`src/rtl/sqe_pkg.sv`:
```
// Package of the sorted quartile engine: store geometry, field widths and FSM states.
// Used by sorted_quartile_engine_top and sqe_checker; depends on nothing.
`default_nettype none

package sqe_pkg;

    localparam int STORE_DEPTH = 64;
    localparam int ADDR_W      = $clog2(STORE_DEPTH);
    localparam int CNT_W       = $clog2(STORE_DEPTH + 1);
    // Wide enough for 3 * (STORE_DEPTH + 1).
    localparam int POS_W       = $clog2(STORE_DEPTH + 2) + 2;
    localparam int VAL_W       = 32;
    localparam int QQ_W        = 34;
    localparam int SEL_W       = 2;
    localparam int ACC_W       = VAL_W + 4;

    localparam logic [SEL_W-1:0] SEL_NONE = 2'd0;

    typedef enum logic [2:0] {
        S_IDLE,
        S_SHIFT,
        S_PLACE,
        S_CALC,
        S_FETCH_LO,
        S_FETCH_HI
    } t_state;

endpackage

`default_nettype wire

```
`src/rtl/sorted_quartile_engine_top.sv`:
```
// Sorted quartile engine: keeps the batch sorted in a single-port-read memory as
// words arrive and gives quartile 1, 2 or 3 in quarters on the last word.
// Depends on sqe_pkg.
//
// Each word is inserted into the sorted store when it is accepted (start high while
// busy is low). Insertion reads one entry per cycle from the synchronous store and
// shifts each stored entry greater than it up by one (at most STORE_DEPTH - 1 of
// them). A word arriving while the store is full is dropped and flagged. For the
// last word of a batch a quartile is then worked out: first the interpolation
// indices, then two reads of the store; with a bad selector only the first step is
// taken. The result sits on the output ports for exactly one cycle, marked by
// o_valid, in the first cycle in which busy is low again; there is no back-pressure,
// so the receiver must take it then. The count and the drop flag clear with each result.
`default_nettype none

module sorted_quartile_engine_top
    import sqe_pkg::*;
(
    input  wire logic                    i_clk,
    input  wire logic                    i_rst_n,
    input  wire logic                    start,
    input  wire logic signed [VAL_W-1:0] i_value,
    input  wire logic                    i_last,
    input  wire logic [SEL_W-1:0]        i_which_quartile,
    output logic                         busy,
    output logic                         o_valid,
    output logic signed [QQ_W-1:0]       o_quartile_quarters,
    output logic                         o_empty_res,
    output logic                         o_overflow,
    output logic                         o_bad_select
);

    logic signed [VAL_W-1:0] mem [STORE_DEPTH];

    t_state                  r_state, n_state;
    logic [CNT_W-1:0]        r_cnt, n_cnt;
    logic                    r_drop, n_drop;
    logic signed [VAL_W-1:0] r_key, n_key;
    logic [ADDR_W-1:0]       r_j, n_j;
    logic                    r_last, n_last;
    logic [SEL_W-1:0]        r_sel, n_sel;
    logic signed [VAL_W-1:0] r_lo, n_lo;
    logic [ADDR_W-1:0]       r_idx_hi, n_idx_hi;
    logic [1:0]              r_rem, n_rem;
    logic signed [VAL_W-1:0] r_rdata;
    logic                    r_valid, n_valid;
    logic signed [QQ_W-1:0]  r_qq, n_qq;
    logic                    r_empty, n_empty;
    logic                    r_ovf, n_ovf;
    logic                    r_bad, n_bad;

    logic                    w_accept;
    logic                    w_full;
    logic                    w_we;
    logic [ADDR_W-1:0]       w_waddr;
    logic signed [VAL_W-1:0] w_wdata;
    logic [ADDR_W-1:0]       w_raddr;
    logic                    w_greater;
    logic                    w_no_result;

    logic [POS_W-1:0]        w_n1;
    logic [POS_W-1:0]        w_prod;
    logic [POS_W-1:0]        w_pos;
    logic [POS_W-1:0]        w_nm1;
    logic [POS_W-1:0]        w_lo_raw;
    logic [POS_W-1:0]        w_lo_idx;
    logic [POS_W-1:0]        w_hi_idx;

    logic signed [ACC_W-1:0] w_lo_x;
    logic signed [ACC_W-1:0] w_hi_x;
    logic signed [ACC_W-1:0] w_diff;
    logic signed [ACC_W-1:0] w_interp;

    assign w_accept    = start && (r_state == S_IDLE);
    assign w_full      = (r_cnt == CNT_W'(STORE_DEPTH));
    assign w_greater   = (r_rdata > r_key);
    assign w_no_result = (r_cnt == '0) || (r_sel == SEL_NONE);

    // Position q*(n+1)/4 and its remainder; indices are clamped into the batch.
    assign w_n1     = POS_W'(r_cnt) + POS_W'(1);
    assign w_prod   = w_n1 * POS_W'(r_sel);
    assign w_pos    = w_prod >> 2;
    assign w_nm1    = POS_W'(r_cnt) - POS_W'(1);
    assign w_lo_raw = (w_pos == '0) ? '0 : (w_pos - POS_W'(1));
    assign w_lo_idx = (w_lo_raw > w_nm1) ? w_nm1 : w_lo_raw;
    assign w_hi_idx = (w_pos > w_nm1) ? w_nm1 : w_pos;

    // Four times the lower element plus remainder times the step to the upper one.
    assign w_lo_x   = {{(ACC_W-VAL_W){r_lo[VAL_W-1]}}, r_lo};
    assign w_hi_x   = {{(ACC_W-VAL_W){r_rdata[VAL_W-1]}}, r_rdata};
    assign w_diff   = w_hi_x - w_lo_x;
    assign w_interp = (w_lo_x <<< 2)
                    + (r_rem[1] ? (w_diff <<< 1) : ACC_W'(0))
                    + (r_rem[0] ? w_diff : ACC_W'(0));

    always_comb begin
        n_state = r_state;
        case (r_state)
            S_IDLE: begin
                if (w_accept) begin
                    if (!w_full) begin
                        n_state = (r_cnt == '0) ? S_PLACE : S_SHIFT;
                    end else begin
                        n_state = i_last ? S_CALC : S_IDLE;
                    end
                end
            end
            S_SHIFT: begin
                if (w_greater) begin
                    n_state = (r_j == ADDR_W'(1)) ? S_PLACE : S_SHIFT;
                end else begin
                    n_state = r_last ? S_CALC : S_IDLE;
                end
            end
            S_PLACE:    n_state = r_last ? S_CALC : S_IDLE;
            S_CALC:     n_state = w_no_result ? S_IDLE : S_FETCH_LO;
            S_FETCH_LO: n_state = S_FETCH_HI;
            S_FETCH_HI: n_state = S_IDLE;
            default:    n_state = S_IDLE;
        endcase
    end

    always_comb begin
        n_cnt    = r_cnt;
        n_drop   = r_drop;
        n_key    = r_key;
        n_j      = r_j;
        n_last   = r_last;
        n_sel    = r_sel;
        n_lo     = r_lo;
        n_idx_hi = r_idx_hi;
        n_rem    = r_rem;
        n_valid  = 1'b0;
        n_qq     = r_qq;
        n_empty  = r_empty;
        n_ovf    = r_ovf;
        n_bad    = r_bad;
        w_we     = 1'b0;
        w_waddr  = r_j;
        w_wdata  = r_key;
        w_raddr  = r_j - ADDR_W'(1);
        case (r_state)
            S_IDLE: begin
                if (w_accept) begin
                    n_key  = i_value;
                    n_last = i_last;
                    n_sel  = i_which_quartile;
                    if (!w_full) begin
                        n_j     = r_cnt[ADDR_W-1:0];
                        n_cnt   = r_cnt + CNT_W'(1);
                        w_raddr = r_cnt[ADDR_W-1:0] - ADDR_W'(1);
                    end else begin
                        n_drop = 1'b1;
                    end
                end
            end
            S_SHIFT: begin
                // The entry below the hole is in r_rdata; move it up or drop the key in.
                w_we = 1'b1;
                if (w_greater) begin
                    w_wdata = r_rdata;
                    n_j     = r_j - ADDR_W'(1);
                    w_raddr = r_j - ADDR_W'(2);
                end
            end
            S_PLACE: begin
                w_we = 1'b1;
            end
            S_CALC: begin
                if (w_no_result) begin
                    n_valid = 1'b1;
                    n_qq    = '0;
                    n_empty = (r_cnt == '0);
                    n_ovf   = r_drop;
                    n_bad   = (r_sel == SEL_NONE);
                    n_cnt   = '0;
                    n_drop  = 1'b0;
                end else begin
                    w_raddr  = w_lo_idx[ADDR_W-1:0];
                    n_idx_hi = w_hi_idx[ADDR_W-1:0];
                    n_rem    = w_prod[1:0];
                end
            end
            S_FETCH_LO: begin
                n_lo    = r_rdata;
                w_raddr = r_idx_hi;
            end
            S_FETCH_HI: begin
                n_valid = 1'b1;
                n_qq    = w_interp[QQ_W-1:0];
                n_empty = 1'b0;
                n_ovf   = r_drop;
                n_bad   = 1'b0;
                n_cnt   = '0;
                n_drop  = 1'b0;
            end
            default: begin
                n_valid = 1'b0;
            end
        endcase
    end

    always_ff @(posedge i_clk) begin
        if (w_we) begin
            mem[w_waddr] <= w_wdata;
        end
        r_rdata <= mem[w_raddr];
    end

    always_ff @(posedge i_clk) begin
        if (!i_rst_n) begin
            r_state <= S_IDLE;
            r_cnt   <= '0;
            r_drop  <= 1'b0;
            r_valid <= 1'b0;
        end else begin
            r_state <= n_state;
            r_cnt   <= n_cnt;
            r_drop  <= n_drop;
            r_valid <= n_valid;
        end
    end

    always_ff @(posedge i_clk) begin
        r_key    <= n_key;
        r_j      <= n_j;
        r_last   <= n_last;
        r_sel    <= n_sel;
        r_lo     <= n_lo;
        r_idx_hi <= n_idx_hi;
        r_rem    <= n_rem;
        r_qq     <= n_qq;
        r_empty  <= n_empty;
        r_ovf    <= n_ovf;
        r_bad    <= n_bad;
    end

    assign busy                = (r_state != S_IDLE);
    assign o_valid             = r_valid;
    assign o_quartile_quarters = r_qq;
    assign o_empty_res         = r_empty;
    assign o_overflow          = r_ovf;
    assign o_bad_select        = r_bad;

endmodule

`default_nettype wire

```
`config.mk`:
```
export PLATFORM = sky130hd
export DESIGN_NAME = sorted_quartile_engine_top
export DESIGN_NICKNAME = d
export VERILOG_FILES = /design/src/rtl/sqe_pkg.sv /design/src/rtl/sorted_quartile_engine_top.sv
export SDC_FILE = /design/constraint.sdc
export NUM_CORES = 2
export LEC_CHECK = 0
export BUFFER_PORTS_ARGS = -buffer_cell sky130_fd_sc_hd__buf_2
export CAP_MARGIN = 20
export CORE_ASPECT_RATIO = 0.7
export CORE_MARGIN = 2
export CORE_UTILIZATION = 55
export DETAILED_ROUTE_END_ITERATION = 16
export HOLD_SLACK_MARGIN = 0.02
export PLACE_DENSITY = 0.76
export SYNTH_ARGS = -nofsm -noshare
export SYNTH_HDL_FRONTEND = slang
export SYNTH_SLANG_ARGS = --single-unit
```
`constraint.sdc`:
```
create_clock -name i_clk -period 8.2 [get_ports i_clk]
set_input_delay 1.64 -clock i_clk [delete_from_list [all_inputs] [get_ports i_clk]]
set_output_delay 1.64 -clock i_clk [all_outputs]
set_load 0.02 [all_outputs]
```
* Word level (Yosys, flattened, before mapping)
Memory sizes are Yosys's and may differ from the RTL's. A register that Yosys moved wholly into a read port is not among the register bits.
Index checks and enable logic that the tools add are counted.
** Storage, ports and cells
- Memories :: 1
- Bits in registers :: 130
- Output and inout bits :: 39
- Bits in writable memories :: 2048
** Operators by class
- Bitwise operators :: 1
- Eq/ne operators :: 12
- Reduce and logical (&&, ||, !) cells :: 17
- Mux-type cells :: 46
- Add/subtract/negate cells :: 10
- Order comparisons :: 3
- $mul :: 1
** Memories
- mem :: words 64, width 32, read ports 1, clocked after Yosys merged registers in 1, write ports 1, RTL line sorted_quartile_engine_top.sv:33 : logic signed [VAL_W-1:0] mem [STORE_DEPTH];
** Operators with widths (count)
- 2-to-1 mux 34 bit :: 3
- adder 34 bit :: 2
- one-hot mux 34 bit (2 select lines) :: 1
- 2-to-1 mux 32 bit :: 2
- 2-to-1 mux 6 bit :: 9
- subtractor 32 x 32 -> 33 bit :: 1
- > comparator 32 bit :: 1
- one-hot mux 6 bit (4 select lines) :: 1
- 2-to-1 mux 7 bit :: 3
- one-hot mux 7 bit (3 select lines) :: 1
- subtractor 7 x 1 -> 8 bit (second input constant) :: 2
- one-hot mux 3 bit (5 select lines) :: 1
- 2-to-1 mux 2 bit :: 6
- one-hot mux 6 bit (2 select lines) :: 1
- AND reduction 4 bit :: 3
- subtractor 6 x 1 -> 6 bit (second input constant) :: 2
- 2-to-1 mux 1 bit :: 10
- inequality test 2 bit (second input constant) :: 5
- > comparator 7 x 9 -> 1 bit :: 1
- > comparator 9 bit :: 1
- logical NOT 9 bit :: 1
- multiplier 8 x 2 -> 9 bit :: 1
- 2-to-1 mux 9 bit :: 1
- adder 7 x 1 -> 8 bit (second input constant) :: 1
- other kinds (20) :: 30

* Logic depth before layout (Yosys ltp)
- Depth after elaboration :: 8
- Gate-level depth with buffers :: 31
- Mapped depth without buffers :: 28

* Least setup slack after synthesis
No wires, ideal clock.
- Path kind :: flip-flop to flip-flop
- Start :: register r_cnt[0]
- End :: register r_rdata[21], read port of mem
- Data required time :: 8073 ps
- Library setup time :: 127 ps
- Buffers on the path :: 5
- Arrival time :: 6546 ps
- Period minus slack after synthesis :: 6673 ps
- Cell stages (with the launch flop) :: 31
- Setup slack :: 1527 ps
- Path through :: dfxtp_1 > buf_2 > inv_1 > ha_1 > and2_1 > ha_1 > fa_1 > a211oi_2 > or4b_1 > nand4b_2 > or4_4 > and4bb_1 > buf_4 > nor2_1 > ha_1 > a211oi_1 > nand2_1 > o21ai_1 > o21a_1 > o21a_1 > o31a_1 > nand3_1 > a221o_1 > buf_2 > nand3_1 > buf_4 > buf_2 > o22ai_1 > or4_1 > nor4_1 > nor4_1
** On the way
- Word-level cells in the longest chain between the ends :: 8
- Elaborated cells between the ends (all ways) :: 16
** Ends and longest elaborated chain
- from (decl) :: RTL line sorted_quartile_engine_top.sv:36 : logic [CNT_W-1:0] r_cnt, n_cnt;
- from (signal assigned) :: RTL line sorted_quartile_engine_top.sv:218 : r_cnt <= n_cnt;
- adder 7 x 1 -> 8 bit :: RTL line sorted_quartile_engine_top.sv:80 : assign w_n1 = POS_W'(r_cnt) + POS_W'(1);
- multiplier 8 x 2 -> 9 bit :: RTL line sorted_quartile_engine_top.sv:81 : assign w_prod = w_n1 * POS_W'(r_sel);
- subtractor 7 x 1 -> 8 bit or logical NOT 9 bit (tied branches) :: RTL line sorted_quartile_engine_top.sv:84 : assign w_lo_raw = (w_pos == '0) ? '0 : (w_pos - POS_W'(1));
- 2-to-1 mux 9 bit :: RTL line sorted_quartile_engine_top.sv:84
- > comparator 9 bit :: RTL line sorted_quartile_engine_top.sv:85 : assign w_lo_idx = (w_lo_raw > w_nm1) ? w_nm1 : w_lo_raw;
- 2-to-1 mux 6 bit :: RTL line sorted_quartile_engine_top.sv:85
- 2-to-1 mux 6 bit :: RTL line sorted_quartile_engine_top.sv:170 : if (w_no_result) begin
- one-hot mux 6 bit (4 select lines) (*) :: RTL line sorted_quartile_engine_top.sv:142 : case (r_state)
- to (decl) :: RTL line sorted_quartile_engine_top.sv:45 : logic signed [VAL_W-1:0] r_rdata;
Every way passes the cells marked *; elsewhere a longest branch is shown, timed or not.
A chain may end at the register's enable or synchronous reset.

* Final worst setup path
- Start :: register r_cnt[1]
- End :: register r_rdata[27], read port of mem
Same word-level chain as after synthesis.

==> results_dict.tcl <==
set metrics [dict create \
    outcome "finished, final reports clean" \
    gp_congestion 0.931 \
    grt_pass1_wl_mm 363 \
    crit_type "flip-flop to flip-flop" \
    crit_family "simple AND/OR/NAND/NOR gates" \
    portBuffers 76 \
    drcViolationCount 0 \
    synth-seq-cells 2210 \
    setup_violations 0 \
    drive_gt1_share_pct 16.8 \
    max_freq_mhz 126 \
    fp.dieH_um 344 \
    async_flop_share_pct 0 \
    synth.most_common_cell "edfxtp_1" \
    max_stage_delay_ns 0.58 \
    dp.cells 8088 \
    rsz0062_at_grt "no" \
    die-area_um2 169000 \
    synth_ff_type "edfxtp_1" \
    grt_usage_pct 29.6 \
    relSlewSlack_pct 21.8 \
    slew_violations 0 \
    grt-ovfl-total 0 \
    drtIter0Drc 8132 \
    core_um2 164000 \
    wl_per_cell_um 29.8 \
    ant_nets 0 \
    crit_arrival_ns 8.62 \
    htreeDepth 4 \
    path_clk_slew_ns 0.07 \
    synth_top_area_cell "edfxtp_1" \
    wl_mm 252 \
    postSynthCellCount 5843 \
    hold_viol 0 \
    ys_top_cells_by_area "edfxtp_1 (72%), mux2i_1 (5.7%), mux2_2 (3.6%)" \
    skew_ns 0.0370 \
    synth-edff-count 2166 \
    fin_nets 6291 \
    cp_max_fo 20 \
    grt_max_degree 131 \
    worst_pin_slew_ns 1.17 \
    synth_area_per_cell_um2 15.6 \
    synthTopCellsByCount "edfxtp_1 (2166), nand2_1 (548), mux2i_1 (520)" \
    fin_crit_ns 7.94 \
    synth_top_cell_area_share_pct 71.5 \
    initial_utilization_pct 55.6 \
    fp.dieW_um 490 \
    seq_area_frac_synth_pct 72.5 \
    period_share_pct 96.8 \
    synth_warnings 0 \
    synth_cell_types 79 \
    dp_hpwl_mm 151 \
    clock-root-buffer "clkbuf_16" \
    via_per_inst 6.49 \
    cp_common_cell "ha_1" \
    first_pass_iters 6 \
    drv_cap 0 \
    startpoint_type "flip-flop" \
    syn_nets 6044 \
    crit_slowest_cell "or4_4" \
    antenna_found_initial 12 \
    hp-class "flip-flop to flip-flop" \
    fillers 11300 \
    clock-sinks 2210 \
    critPathBufInv 3 \
    cts_tree "built" \
    worst_skew_pair.late_latency_ns 0.85 \
    area_delta_synth_final_pct 12.8 \
    numCtsBuffers 187 \
    fin_cells 8458 \
    vias 54900 \
    required_ns 8.88 \
    io_pins 77 \
    end_kind "flip-flop" \
    rows 124 \
    cts.path.max_buffers 3 \
    postCtsHoldBufs 0 \
    syn_area_um2 90900 \
    first_global_vias 52900 \
]
## routing by layer
| layer | global-route usage, % | wire, um | part of all wire (%) | up-vias |
|---|---|---|---|---|
| li1 | - | - | - | 23200 |
| met1 | 42.7 | 97600 | 39 | 27300 |
| met2 | 42.2 | 105000 | 42 | 3854 |
| met3 | 10.3 | 40800 | 16 | 521 |
| met4 | 9.98 | 8550 | 3.4 | 4 |
| met5 | 0 | 27 | 0.011 | - |
## logic make-up (layout without fill, tap and decap cells)
family	count (synthesis)	in the layout	share of synthesized area (%)
AO/OA/AOI/OAI	1052	1052	7.30
XOR/XNOR	70	70	0.674
adder cells (fa/ha/maj)	163	163	2.52
buffers and inverters	410	815	1.90
flip-flops	2210	2210	72.5
multiplexers	811	811	9.33
other	0	4	0
AND/OR/NAND/NOR	1127	1128	5.79
## layout by cell type (no fill, tap or decap), types with 21 or more instances in the layout
| master | n |
|---|---|
| buf_2 | 77 |
| xor2_1 | 25 |
| a22oi_1 | 62 |
| clkinv_2 | 29 |
| nor2_4 | 64 |
| ha_1 | 129 |
| buf_4 | 227 |
| nor3_1 | 34 |
| clkbuf_16 | 191 |
| o22a_1 | 32 |
| clkbuf_1 | 53 |
| buf_12 | 41 |
| mux2_2 | 291 |
| mux2i_1 | 520 |
| dfxtp_1 | 43 |
| o22ai_1 | 325 |
| a21oi_1 | 276 |
| a21o_1 | 29 |
| clkinv_1 | 35 |
| nand3_1 | 21 |
| fa_1 | 34 |
| nor2_1 | 112 |
| edfxtp_1 | 2166 |
| nor4_1 | 79 |
| a32oi_1 | 65 |
| inv_1 | 108 |
| o21ai_0 | 107 |
| a31oi_1 | 34 |
| xnor2_1 | 45 |
| and2_1 | 90 |
| or4_1 | 35 |
| nand2_1 | 542 |
## worst paths after layout
check / from / to / slack, ns / cells past startpoint
max: r_cnt[1] / r_rdata[27] / 0.26 / 27
min: r_drop / o_overflow / 0.52 / 0
max reg2reg: r_cnt[1] / r_rdata[27] / 0.26 / 27
min reg2reg: r_drop / o_overflow / 0.52 / 0
## stage by stage
stage                     hold slack, ns  instance area [um^2]  setup TNS [ns]  setup slack [ns]  utilization (%)
final                              0.522                103000               0             0.263             62.6
after global routing               0.520                103000               0           0.00590             62.6
after CTS                          0.520                102000               0           0.00620             62.5
after detailed placement           0.482                 96000           -5.15            -0.770             58.7
after global placement             0.519                 95700           -8.39            -0.919             58.4
after floorplan                    0.408                 90900               0              1.53                -
## layout make-up
| class | count | area [um^2] | area share (%) |
|---|---|---|---|
| repair buffers | 359 | 3210 | 3.13 |
| clock buffers | 257 | 5160 | 5.03 |
| well taps | 2205 | 2760 | 2.69 |
| clock inverters | 91 | 892 | 0.870 |
| flip-flops and latches | 2210 | 65900 | 64.3 |
| multi-input cells | 3224 | 24200 | 23.6 |
| diodes | 4 | 10.0 | 0.00976 |
| inverters | 108 | 405 | 0.395 |
## registers in the layout, summed over array words and instances (netlist names), 2 cells and up
signal               count
o_quartile_quarters     34
mem                   2048
r_key                   32
r_lo                    32
r_state                  3
r_cnt                    7
r_sel                    2
r_idx_hi                 6
r_j                      6
r_rdata                 32
r_rem                    2
## repair_timing
action / 4_1_cts / 5_1_grt
cloned: 1 / 0
setup endpoints to repair: 21 / 32
gates resized for setup: 30 / 32
pin swaps: 2 / 9
setup buffers: 0 / 15
Power is left out: the tool's default activity adds up to more than one toggle a clock period on the data nets, which glitch-free logic cannot reach.
